<file path="config.mk">
export PLATFORM = sky130hd
export DESIGN_NAME = three_level_priority_queue_unit
export DESIGN_NICKNAME = d
export VERILOG_FILES = /design/src/hdl/tlpq_pkg.sv /design/src/hdl/tlpq_mem.sv /design/src/hdl/tlpq_scan.sv /design/src/hdl/three_level_priority_queue_unit.sv
export SDC_FILE = /design/constraint.sdc
export NUM_CORES = 1
export LEC_CHECK = 0
export CAP_MARGIN = 20
export CORE_MARGIN = 4
export CORE_UTILIZATION = 25
export CTS_BUF_LIST = sky130_fd_sc_hd__clkbuf_2 sky130_fd_sc_hd__clkbuf_4 sky130_fd_sc_hd__clkbuf_8
export CTS_CLUSTER_DIAMETER = 80
export DETAILED_ROUTE_END_ITERATION = 16
export DONT_BUFFER_PORTS = 1
export HOLD_SLACK_MARGIN = 0.08
export PLACE_DENSITY = 0.49
export SLEW_MARGIN = 20
export SYNTH_ARGS = -nofsm -noshare
export SYNTH_HDL_FRONTEND = slang
export SYNTH_SLANG_ARGS = --single-unit
</file>
<file path="constraint.sdc">
create_clock -name clock -period 8.4 [get_ports clock]
set_clock_uncertainty 0.1 [all_clocks]
set_input_delay 1.26 -clock clock [delete_from_list [all_inputs] [get_ports clock]]
set_output_delay 1.26 -clock clock [all_outputs]
set_load 0.005 [all_outputs]
</file>
<file path="src/hdl/tlpq_pkg.sv">
// ---------------------------------------------------------------------------
// tlpq_pkg: shared types and codes of the three-level priority queue
// Holds the stored slot record, the scan status flags and the operation,
// status and level codes.
// ---------------------------------------------------------------------------
package tlpq_pkg;

   localparam int KEY_W     = 40;
   localparam int PAYLOAD_W = 8;
   localparam int LEVEL_W   = 2;
   localparam int STAMP_W   = 8;
   localparam int STATUS_W  = 2;
   localparam int TDATA_W   = 56;

   // Operation codes carried on the request side.
   localparam logic OP_INSERT  = 1'b0;
   localparam logic OP_DEQUEUE = 1'b1;

   // Result status codes.
   localparam logic [STATUS_W-1:0] ST_OK    = 2'd0;
   localparam logic [STATUS_W-1:0] ST_DUP   = 2'd1;
   localparam logic [STATUS_W-1:0] ST_FULL  = 2'd2;
   localparam logic [STATUS_W-1:0] ST_EMPTY = 2'd3;

   // Priority levels, red is the most urgent.
   localparam logic [LEVEL_W-1:0] LVL_NONE   = 2'd0;
   localparam logic [LEVEL_W-1:0] LVL_GREEN  = 2'd1;
   localparam logic [LEVEL_W-1:0] LVL_YELLOW = 2'd2;
   localparam logic [LEVEL_W-1:0] LVL_RED    = 2'd3;

   // One stored entry as held in the slot memory.
   typedef struct packed {
      logic [KEY_W-1:0]     key;
      logic [PAYLOAD_W-1:0] payload;
      logic [LEVEL_W-1:0]   level;
      logic [STAMP_W-1:0]   stamp;
   } slot_entry_type;

   // Summary flags produced by one pass over the slots.
   typedef struct packed {
      logic dup;
      logic free_found;
      logic best_found;
   } scan_status_type;

endpackage

</file>
<file path="src/hdl/tlpq_mem.sv">
// ---------------------------------------------------------------------------
// tlpq_mem: slot memory
// Single write port and single read port, read data registered.
// ---------------------------------------------------------------------------
module tlpq_mem #(
   parameter int DEPTH = 16
) (
   input  logic                            clock,
   input  logic                            wr_en,
   input  logic [$clog2(DEPTH)-1:0]        wr_addr,
   input  tlpq_pkg::slot_entry_type        wr_data,
   input  logic                            rd_en,
   input  logic [$clog2(DEPTH)-1:0]        rd_addr,
   output tlpq_pkg::slot_entry_type        rd_data
);
   import tlpq_pkg::*;

   slot_entry_type mem [DEPTH];
   slot_entry_type rd_data_ff;

   always_ff @(posedge clock) begin
      if (wr_en) begin
         mem[wr_addr] <= wr_data;
      end
   end

   always_ff @(posedge clock) begin
      if (rd_en) begin
         rd_data_ff <= mem[rd_addr];
      end
   end

   assign rd_data = rd_data_ff;

endmodule

</file>
<file path="src/hdl/tlpq_scan.sv">
// ---------------------------------------------------------------------------
// tlpq_scan: slot scan unit
// Looks at one slot per enabled cycle and keeps the duplicate flag, the lowest
// free slot and the oldest entry of the highest level seen so far.
// ---------------------------------------------------------------------------
module tlpq_scan #(
   parameter int DEPTH = 16
) (
   input  logic                                  clock,
   input  logic                                  reset,
   input  logic                                  clear,
   input  logic                                  cmp_en,
   input  logic [$clog2(DEPTH)-1:0]              cmp_idx,
   input  logic                                  cmp_valid,
   input  tlpq_pkg::slot_entry_type              cmp_entry,
   input  logic [tlpq_pkg::KEY_W-1:0]            req_key,
   input  logic [tlpq_pkg::STAMP_W-1:0]          counter,
   output tlpq_pkg::scan_status_type             status,
   output logic [$clog2(DEPTH)-1:0]              free_idx,
   output logic [$clog2(DEPTH)-1:0]              best_idx,
   output tlpq_pkg::slot_entry_type              best_entry
);
   import tlpq_pkg::*;

   localparam int IDX_W = $clog2(DEPTH);

   scan_status_type      status_ff, status_in;
   logic [IDX_W-1:0]     free_idx_ff, free_idx_in;
   logic [IDX_W-1:0]     best_idx_ff, best_idx_in;
   slot_entry_type       best_entry_ff, best_entry_in;
   logic [STAMP_W-1:0]   best_age_ff, best_age_in;
   logic [STAMP_W-1:0]   age;
   logic                 better;

   // Age wraps modulo 256; a larger distance from the counter is older.
   assign age = counter - cmp_entry.stamp;

   assign better = !status_ff.best_found
                   || (cmp_entry.level > best_entry_ff.level)
                   || ((cmp_entry.level == best_entry_ff.level) && (age > best_age_ff));

   always_comb begin
      status_in     = status_ff;
      free_idx_in   = free_idx_ff;
      best_idx_in   = best_idx_ff;
      best_entry_in = best_entry_ff;
      best_age_in   = best_age_ff;
      if (clear) begin
         status_in = '0;
      end else if (cmp_en) begin
         if (cmp_valid) begin
            if (cmp_entry.key == req_key) begin
               status_in.dup = 1'b1;
            end
            if (better) begin
               status_in.best_found = 1'b1;
               best_idx_in          = cmp_idx;
               best_entry_in        = cmp_entry;
               best_age_in          = age;
            end
         end else if (!status_ff.free_found) begin
            status_in.free_found = 1'b1;
            free_idx_in          = cmp_idx;
         end
      end
   end

   always_ff @(posedge clock) begin
      if (reset) begin
         status_ff <= '0;
      end else begin
         status_ff <= status_in;
      end
   end

   always_ff @(posedge clock) begin
      free_idx_ff   <= free_idx_in;
      best_idx_ff   <= best_idx_in;
      best_entry_ff <= best_entry_in;
      best_age_ff   <= best_age_in;
   end

   assign status     = status_ff;
   assign free_idx   = free_idx_ff;
   assign best_idx   = best_idx_ff;
   assign best_entry = best_entry_ff;

endmodule

</file>
<file path="src/hdl/three_level_priority_queue_unit.sv">
// ---------------------------------------------------------------------------
// three_level_priority_queue_unit: three-level priority queue, FIFO per level
// Requests are taken one at a time: a new one is accepted only once the last is
// through its DEPTH reads on the single memory read port, the last read data, the
// end of scan and the commit, which waits for the result register to be free.
// Reset: synchronous, clears all slot valid bits, the arrival counter and the
// control state; the slot memory itself is not cleared.
// ---------------------------------------------------------------------------
module three_level_priority_queue_unit #(
   parameter int DEPTH = 16
) (
   input  logic                               clock,
   input  logic                               reset,
   // Request channel.
   input  logic                               req_tvalid,
   output logic                               req_tready,
   // tuser: operation (bit 0).
   input  logic                               req_tuser,
   // tdata: key [39:0], payload [47:40], level [49:48], zero [55:50].
   input  logic [tlpq_pkg::TDATA_W-1:0]       req_tdata,
   // Result channel.
   output logic                               rsp_tvalid,
   input  logic                               rsp_tready,
   // tuser: status [1:0].
   output logic [tlpq_pkg::STATUS_W-1:0]      rsp_tuser,
   // tdata: out_key [39:0], out_payload [47:40], out_level [49:48], zero [55:50].
   output logic [tlpq_pkg::TDATA_W-1:0]       rsp_tdata
);
   import tlpq_pkg::*;

   localparam int IDX_W = $clog2(DEPTH);
   localparam int CNT_W = $clog2(DEPTH + 1);

   // The sequencer walks IDLE -> SCAN -> DONE. The scan issues one memory read
   // per cycle; the registered read data is folded into the scan unit. DONE
   // commits the outcome once the result register is free.
   typedef enum logic [2:0] {
      S_IDLE = 3'b001,
      S_SCAN = 3'b010,
      S_DONE = 3'b100
   } state_type;

   state_type              state_ff, state_in;

   // Captured request.
   logic                   op_ff, op_in;
   logic [KEY_W-1:0]       key_ff, key_in;
   logic [PAYLOAD_W-1:0]   payload_ff, payload_in;
   logic [LEVEL_W-1:0]     level_ff, level_in;

   // Scan pointers: read issue count and the index whose data is arriving.
   logic [CNT_W-1:0]       rd_cnt_ff, rd_cnt_in;
   logic                   cmp_en_ff, cmp_en_in;
   logic [IDX_W-1:0]       cmp_idx_ff, cmp_idx_in;

   // Slot occupancy and the stamp source.
   logic [DEPTH-1:0]       slot_valid_ff, slot_valid_in;
   logic [STAMP_W-1:0]     counter_ff, counter_in;

   // Result register, parts the scan from the consumer.
   logic                   rsp_valid_ff, rsp_valid_in;
   logic [STATUS_W-1:0]    rsp_status_ff, rsp_status_in;
   logic [KEY_W-1:0]       rsp_key_ff, rsp_key_in;
   logic [PAYLOAD_W-1:0]   rsp_payload_ff, rsp_payload_in;
   logic [LEVEL_W-1:0]     rsp_level_ff, rsp_level_in;

   logic                   req_xfer;
   logic                   rd_en;
   logic [IDX_W-1:0]       rd_addr;
   logic                   wr_en;
   slot_entry_type         wr_data;
   slot_entry_type         rd_data;
   logic                   commit;

   scan_status_type        scan_status;
   logic [IDX_W-1:0]       free_idx;
   logic [IDX_W-1:0]       best_idx;
   slot_entry_type         best_entry;

   assign req_tready = (state_ff == S_IDLE);
   assign req_xfer   = req_tvalid && req_tready;

   // A result may be loaded when the output register is empty or being drained.
   assign commit  = (state_ff == S_DONE) && (!rsp_valid_ff || rsp_tready);

   assign rd_en   = (state_ff == S_SCAN) && (rd_cnt_ff != CNT_W'(DEPTH));
   assign rd_addr = rd_cnt_ff[IDX_W-1:0];

   // An accepted insert writes the lowest free slot. Writes happen only in
   // DONE, after every read of the scan has returned, so a read never meets a
   // write to the same entry.
   assign wr_en = commit && (op_ff == OP_INSERT) && !scan_status.dup
                  && scan_status.free_found;
   always_comb begin
      wr_data.key     = key_ff;
      wr_data.payload = payload_ff;
      wr_data.level   = level_ff;
      wr_data.stamp   = counter_ff;
   end

   always_comb begin
      state_in       = state_ff;
      op_in          = op_ff;
      key_in         = key_ff;
      payload_in     = payload_ff;
      level_in       = level_ff;
      rd_cnt_in      = rd_cnt_ff;
      cmp_en_in      = rd_en;
      cmp_idx_in     = rd_addr;
      slot_valid_in  = slot_valid_ff;
      counter_in     = counter_ff;
      rsp_valid_in   = rsp_valid_ff && !rsp_tready;
      rsp_status_in  = rsp_status_ff;
      rsp_key_in     = rsp_key_ff;
      rsp_payload_in = rsp_payload_ff;
      rsp_level_in   = rsp_level_ff;

      unique case (state_ff)
         S_IDLE: begin
            if (req_xfer) begin
               op_in      = req_tuser;
               key_in     = req_tdata[KEY_W-1:0];
               payload_in = req_tdata[KEY_W+PAYLOAD_W-1:KEY_W];
               level_in   = req_tdata[KEY_W+PAYLOAD_W+LEVEL_W-1:KEY_W+PAYLOAD_W];
               // A level of zero is taken as the lowest level.
               if (level_in == LVL_NONE) begin
                  level_in = LVL_GREEN;
               end
               rd_cnt_in = '0;
               state_in  = S_SCAN;
            end
         end
         S_SCAN: begin
            if (rd_en) begin
               rd_cnt_in = rd_cnt_ff + CNT_W'(1);
            end else if (!cmp_en_ff) begin
               state_in = S_DONE;
            end
         end
         S_DONE: begin
            if (commit) begin
               rsp_valid_in   = 1'b1;
               rsp_status_in  = ST_OK;
               rsp_key_in     = '0;
               rsp_payload_in = '0;
               rsp_level_in   = LVL_NONE;
               if (op_ff == OP_INSERT) begin
                  if (scan_status.dup) begin
                     rsp_status_in = ST_DUP;
                  end else if (!scan_status.free_found) begin
                     rsp_status_in = ST_FULL;
                  end else begin
                     slot_valid_in[free_idx] = 1'b1;
                     counter_in              = counter_ff + STAMP_W'(1);
                  end
               end else begin
                  if (!scan_status.best_found) begin
                     rsp_status_in = ST_EMPTY;
                  end else begin
                     slot_valid_in[best_idx] = 1'b0;
                     rsp_key_in              = best_entry.key;
                     rsp_payload_in          = best_entry.payload;
                     rsp_level_in            = best_entry.level;
                  end
               end
               state_in = S_IDLE;
            end
         end
         default: begin
            state_in = S_IDLE;
         end
      endcase
   end

   always_ff @(posedge clock) begin
      if (reset) begin
         state_ff      <= S_IDLE;
         cmp_en_ff     <= 1'b0;
         slot_valid_ff <= '0;
         counter_ff    <= '0;
         rsp_valid_ff  <= 1'b0;
         rd_cnt_ff     <= '0;
      end else begin
         state_ff      <= state_in;
         cmp_en_ff     <= cmp_en_in;
         slot_valid_ff <= slot_valid_in;
         counter_ff    <= counter_in;
         rsp_valid_ff  <= rsp_valid_in;
         rd_cnt_ff     <= rd_cnt_in;
      end
   end

   always_ff @(posedge clock) begin
      op_ff          <= op_in;
      key_ff         <= key_in;
      payload_ff     <= payload_in;
      level_ff       <= level_in;
      cmp_idx_ff     <= cmp_idx_in;
      rsp_status_ff  <= rsp_status_in;
      rsp_key_ff     <= rsp_key_in;
      rsp_payload_ff <= rsp_payload_in;
      rsp_level_ff   <= rsp_level_in;
   end

   tlpq_mem #(
      .DEPTH (DEPTH)
   ) u_mem (
      .clock   (clock),
      .wr_en   (wr_en),
      .wr_addr (free_idx),
      .wr_data (wr_data),
      .rd_en   (rd_en),
      .rd_addr (rd_addr),
      .rd_data (rd_data)
   );

   // The scan unit is cleared as the request is taken, so its flags describe
   // only the pass made for this item.
   tlpq_scan #(
      .DEPTH (DEPTH)
   ) u_scan (
      .clock      (clock),
      .reset      (reset),
      .clear      (req_xfer),
      .cmp_en     (cmp_en_ff),
      .cmp_idx    (cmp_idx_ff),
      .cmp_valid  (slot_valid_ff[cmp_idx_ff]),
      .cmp_entry  (rd_data),
      .req_key    (key_ff),
      .counter    (counter_ff),
      .status     (scan_status),
      .free_idx   (free_idx),
      .best_idx   (best_idx),
      .best_entry (best_entry)
   );

   assign rsp_tvalid = rsp_valid_ff;
   assign rsp_tuser  = rsp_status_ff;
   assign rsp_tdata  = {{(TDATA_W - KEY_W - PAYLOAD_W - LEVEL_W){1'b0}},
                        rsp_level_ff, rsp_payload_ff, rsp_key_ff};

endmodule

</file>
# ---- Word-level counts from Yosys, hierarchy flattened
# Memories as Yosys holds them, arrays and structs flattened. A register that Yosys moved wholly into a read port is not among the register bits.
# Cells that the tools add are included.
dict set report totals {
  mem_count 1
  word_cells 115
  latch_bits 0
  out_inout_bits 60
  reg_bits 210
  input_bits 61
  mem_bits_rw 928
  rom_bits 0
}
dict set report op_classes {
  n_div 0
  magnitude_cmp 7
  mux 26
  mul 0
  n_reduce_logical 33
  n_eq_ne 13
  shifts 0
  add_sub_neg 3
  bitwise 8
}
# name words width read_ports rd_clocked_by_memory_dff write_ports line
set mem_list {}
lappend mem_list {u_mem.mem 16 58 1 1 1 tlpq_mem.sv:18} ;# slot_entry_type mem [DEPTH];
# cell count
set op_table {}
lappend op_table {{$mux W16} 4}
lappend op_table {{$eq A40 B40 Y1} 1}
lappend op_table {{$and A16 B16 Y16} 1}
lappend op_table {{$not A16 Y16} 1}
lappend op_table {{$or A16 B16 Y16} 1}
lappend op_table {{$lt A4 B5 Y1 const B} 3}
lappend op_table {{$mux W3} 4}
lappend op_table {{$reduce_and A4 Y1} 3}
lappend op_table {{$logic_and A1 B1 Y1} 10}
lappend op_table {{$mux W5} 2}
lappend op_table {{$ne A2 B2 Y1 const B} 5}
lappend op_table {{$pmux W5 S2} 1}
lappend op_table {{$reduce_and A5 Y1} 2}
lappend op_table {{$pmux W3 S3} 1}
lappend op_table {{$reduce_and A3 Y1} 3}
lappend op_table {{$add A8 B1 Y8 const B} 1}
lappend op_table {{$demux W1 S4} 2}
lappend op_table {{$ge A4 B1 Y1 const B} 2}
lappend op_table {{$gt A8 B8 Y1} 1}
lappend op_table {{$mux W2} 4}
lappend op_table {{$reduce_and A2 Y1} 4}
lappend op_table {{$sub A8 B8 Y8} 1}
lappend op_table {{$mux W1} 7}
lappend op_table {{$add A5 B1 Y5 const B} 1}
lappend op_table {{14 further kinds} 25}

# ---- Depth between registers and ports, before layout
dict set report logic_depth {
  word_depth 8
  ltp_mapped 15
  ltp_nobuf 15
}

# ---- Cells and area by module
# A second synthesis with hierarchy kept.
dict set report hier_totals {
  cells_unflattened 2099
  hier_area_um2 45205.9
}
# mod seq_area_each_um2 cells_per_inst instances area_per_inst_um2
set modules_own_cells {}
lappend modules_own_cells {tlpq_mem 29608.4 1496 1 36476.2}
lappend modules_own_cells {three_level_priority_queue_unit 3853.7 384 1 5388.9}
lappend modules_own_cells {tlpq_scan 2282.2 219 1 3340.7}

# ---- Worst setup path before layout
# Ideal clock, no wire load.
dict set report synth_path {
  path_kind {reg2reg}
  startpoint {register counter_ff[0]}
  endpoint {register u_scan.best_age_ff[0] (enable)}
  path_stages_with_launch 16
  setup_slack_ps 867
  setup_ps 558
  required_time_ps 7742
  path_buffers 0
  t_arrival_ps 6875
  period_less_slack_ps 7533
  path_cell_list {dfxtp_1 inv_1 ha_1 inv_1 fa_1 a21o_1 a21oi_1 o21bai_1 a21oi_1 xnor2_1 ha_1 nand4_1 a21oi_1 a2111oi_0 o31a_1 nor3_1}
}
dict set report synth_via {
  elab_chain_cells 5
}
# item line
set synth_rtl {}
lappend synth_rtl {{from (decl)} three_level_priority_queue_unit.sv:58} ;# logic [STAMP_W-1:0] counter_ff, counter_in;
lappend synth_rtl {{from (signal assigned)} three_level_priority_queue_unit.sv:187} ;# counter_ff <= counter_in;
lappend synth_rtl {{$sub A8 B8 Y8} tlpq_scan.sv:36} ;# assign age = counter - cmp_entry.stamp;
lappend synth_rtl {{via u_scan.age[6]} tlpq_scan.sv:32} ;# logic [STAMP_W-1:0] age;
lappend synth_rtl {{$gt A8 B8 Y1} tlpq_scan.sv:40} ;# || ((cmp_entry.level == best_entry_ff.level) && (age > best_age_ff));
lappend synth_rtl {{$logic_and A1 B1 Y1} tlpq_scan.sv:40}
lappend synth_rtl {{$logic_or A1 B1 Y1} tlpq_scan.sv:40}
lappend synth_rtl {{$reduce_and A4 Y1 (no line)} n/a}
lappend synth_rtl {{to (signal assigned)} tlpq_scan.sv:80} ;# best_age_ff <= best_age_in;
lappend synth_rtl {{to (decl)} tlpq_scan.sv:31} ;# logic [STAMP_W-1:0] best_age_ff, best_age_in;
# The timed path passes the listed nets, and every way through them passes these cells.
# A chain may end at the register's enable or synchronous reset.

# ---- Worst setup path in the final report
dict set report layout_path {
  startpoint {register counter_ff[1]}
  endpoint {register u_scan.best_entry_ff, in the netlist u_scan.best_entry[37] (enable)}
}
dict set report layout_via {
  elab_chain_cells 5
}
# item line
set layout_rtl {}
lappend layout_rtl {{$sub A8 B8 Y8} tlpq_scan.sv:36}
lappend layout_rtl {{via u_scan.age[5]} tlpq_scan.sv:32}
lappend layout_rtl {{$gt A8 B8 Y1} tlpq_scan.sv:40}
lappend layout_rtl {{$logic_and A1 B1 Y1} tlpq_scan.sv:40}
lappend layout_rtl {{$logic_or A1 B1 Y1} tlpq_scan.sv:40}
lappend layout_rtl {{$reduce_and A4 Y1 (no line)} n/a}
lappend layout_rtl {{to (signal assigned)} tlpq_scan.sv:79} ;# best_entry_ff <= best_entry_in;
lappend layout_rtl {{to (decl)} tlpq_scan.sv:30} ;# slot_entry_type best_entry_ff, best_entry_in;
# The timed path passes the listed nets, and every way through them passes these cells.

==> key figures <==
STA
  • Final hold violations: 0
  • Minimum clock period: between 4 and 5 ns
  • Setup violators final: 0
  • RSZ-0062 raised after global routing: false
  • Final period util: 54.6%
  • Fin. max-slew vios: 0
  • Worst slew pin tran: ~1.1 ns
  • Final worst slack: 3.81 ns
  • Max-Slew Margin vs Limit: about 29%
  • Setup TNS: 0 ns
  • Max Freq: 0.218 GHz

Die
  • Row count: 155
  • Die height: roughly 430 um
  • Initial Util: between 20 and 30%
  • Area of the die: between 150000 and 200000 um2
  • Core area: between 150000 and 200000 um2
  • IO Pins: 121
  • DIE WIDTH: 431 um

Cells and area
  • Area Overhead vs Synth: 15.2%
  • Fin util: ~29%
  • Share of cells above drive strength 1: between 20% and 30%
  • Nets: 2148

Routing
  • DRC: 0
  • Vias post-DR: 19859
  • Total routed wirelength: about 110000 um
  • Via density: 4.33
  • Starting DRT DRC Count: 1491
  • Remaining antenna violation count: 0
  • Drt wl/cell: 24.0 um
  • Pre-antenna DRT Iters: 5

Clock tree
  • TritonCTS Sinks: 1196
  • Clock-pin slew on the worst setup and hold paths: ~0.070 ns
  • Clock latency on the worst-skew pair: between 0.8 and 0.9 ns
  • Clk buf depth: 3
  • Root buf cell: clkbuf_8
  • CTS tree: done
  • Post-CTS Resized: 0
  • Setup bufs post-CTS: 0
  • CTS Buf Count: 181
  • Hold_buf cts: 0
  • Max H-tree Level: 4

Synth
  • Count of state elements after synthesis: ~1200
  • Synth Flop Type: edfxtp_1
  • Synth Area per Inst: 23.3 um2
  • Syn Inst Count: 1921
  • Async S/R FF share, synth: 0%
  • Sequential element share of the synthesized area: 79.3%
  • Post-synthesis cell area: 44800 um2
  • Distinct cells, synth: 50
  • Synth warnings: 0
  • EDFF count, synth: 1155

Critical path
  • Crit-path cells: ha_1 > a21o_1 > a21oi_1 > a2bb2oi_1 > nor2b_1 > xnor2_1 > ha_1 > nand4_1 > a21oi_1 > a2111oi_0 > o31a_1 > nor3_2 > buf_4
  • Setup crit start kind: register
  • CP max stage delay: 0.78 ns
  • Critical path type: reg -> reg
  • Crit. End Element: register
  • Max FO, Critical Path: 43
  • Arrival @ worst endpoint: 4.96 ns
  • CP max-delay cell: dfxtp_1
  • R2R Setup Slk: roughly 3.8 ns
  • Critical Path RT: between 8 and 9 ns

Placement
  • RePlAce Congestion: 0.711
  • PortBufs: 0
  • HPWL after DPL: roughly 60000 um
  • DP Worst Slack: around 3.8 ns

Pwr
  • Pleak: 15.7 nW
  • Max VDD drop: 0.144 mV
  • PD cells: 238 nW/um2

Global routing
  • Largest net degree at the start of global routing: 114
  • Initial antenna violation count: 27
  • Global-route wire length before repair: 157000 um
  • Total GRT Usage: 11.8%
  • Grt ovf: 0
  • Vias in the first global route: between 20000 and 25000

Run status
  • Outcome: complete, no violations

Flow run
  • MaxCap Viol Count: 0

Worst hold path
  • Worst min path class: reg -> reg
## cell usage after synthesis, types with 2 or more instances
library cell	n	area (um2)
nand3b_1	5	37.5
inv_1	27	101
nor2_1	44	165
nor2_2	2	12.5
buf_4	7	52.6
nor4_1	10	62.6
or3b_2	2	17.5
nor3b_1	4	30.0
or2_2	2	12.5
or3_4	2	22.5
o21ai_0	2	10.0
nand4_1	8	50.1
nor2b_1	6	37.5
ha_1	20	250
mux2i_1	2	20.0
and2_1	2	12.5
a211oi_1	3	22.5
nor3_1	13	65.1
buf_2	19	95.1
xor2_1	42	368
a21oi_1	14	70.1
nand2_1	11	41.3
mux4_2	294	6620
o21a_1	5	37.5
xnor2_1	15	131
o22ai_1	10	62.6
and3_1	50	313
o221a_2	2	22.5
edfxtp_1	1155	34700
a21o_1	4	30.0
dfxtp_1	41	821
buf_1	7	26.3
clkbuf_1	59	221
nand3_1	12	60.1
nand2b_1	5	31.3
## layer usage
metal	wire length [um]	share of wire (%)	track usage, %	up-vias
met5	59	0.054	0	-
li1	-	-	-	8401
met3	5380	4.9	2.57	199
met2	59300	54	21.5	495
met1	42200	38	13.6	10754
met4	2910	2.7	4.07	10
## flip-flops by register name, indices dropped and copies added, names as in the netlist, 16 cells and up
| signal | count |
|---|---|
| key_ff | 40 |
| rsp_key_ff | 40 |
| slot_valid_ff | 16 |
| u_mem.mem | 928 |
| u_mem.rd_data | 58 |
| u_scan.best_entry | 50 |
## critical path: cells and delay by family (launching register included)
kind | cells | cell delay, ns
xor+xnor | 1 | 0.11
simple gates | 3 | 0.52
compound gates | 6 | 1.22
flops | 1 | 0.78
fa+ha+maj | 2 | 0.67
buf+inv | 1 | 0.68
## layout make-up
| type | count | area, um2 |
|---|---|---|
| fill | 17213 | 127000 |
| sequential | 1196 | 35500 |
| multi-input combinational | 611 | 8900 |
| tap | 2355 | 2950 |
| clock buffer | 230 | 2870 |
| clock inverter | 100 | 767 |
| timing repair buffer | 49 | 417 |
| inverter | 27 | 101 |
| antenna | 14 | 35.0 |
## cell usage in the layout (no fill, tap or decap), types with 11 or more instances in the layout
| master | n |
|---|---|
| xor2_1 | 42 |
| and3_1 | 50 |
| ha_1 | 20 |
| clkbuf_4 | 47 |
| xnor2_1 | 15 |
| nand3_1 | 12 |
| nor2_4 | 13 |
| clkinv_1 | 49 |
| diode_2 | 14 |
| clkbuf_8 | 183 |
| nor2_1 | 34 |
| buf_4 | 45 |
| nand2_1 | 11 |
| mux4_2 | 294 |
| clkinv_2 | 23 |
| a21oi_1 | 14 |
| edfxtp_1 | 1155 |
| inv_1 | 27 |
| dfxtp_1 | 36 |
## cells by family (layout without fill, tap and decap cells)
kind of cell / after synthesis / count (layout) / share of synthesized area [%]
compound gates: 48 / 48 / 0.713
xor+xnor: 57 / 57 / 1.12
fa+ha+maj: 21 / 21 / 0.604
buf+inv: 119 / 406 / 1.11
flops: 1196 / 1196 / 79.3
mux: 296 / 296 / 14.8
other cells: 1 / 20 / 0.00838
simple gates: 183 / 183 / 2.29
## final timing paths
kind,startpoint,cells past startpoint,end
max,counter_ff[1],13,u_scan.best_entry[37]
min,u_mem.rd_data[10],0,u_scan.best_entry[10]
max reg2reg,counter_ff[1],13,u_scan.best_entry[37]
min reg2reg,u_mem.rd_data[10],0,u_scan.best_entry[10]
## where the power goes
group	internal, W	switching [W]
clock network	0.00257	0.00226
registers	0.00677	0.000215
logic	0.000181	0.000257
## stage by stage
step	cells	total power [W]	hold slack, ns	instance area, um2
after detailed placement	4237	0.00757	0.313	47900
after CTS	4567	0.0124	0.270	51500
after global placement	4237	0.00755	0.317	47900
final	4582	0.0122	0.328	51600
after floorplan	1926	0.00732	0.229	44800
after global routing	4572	0.0127	0.286	51500
No activity file was read; power rests on OpenSTA's default activity.
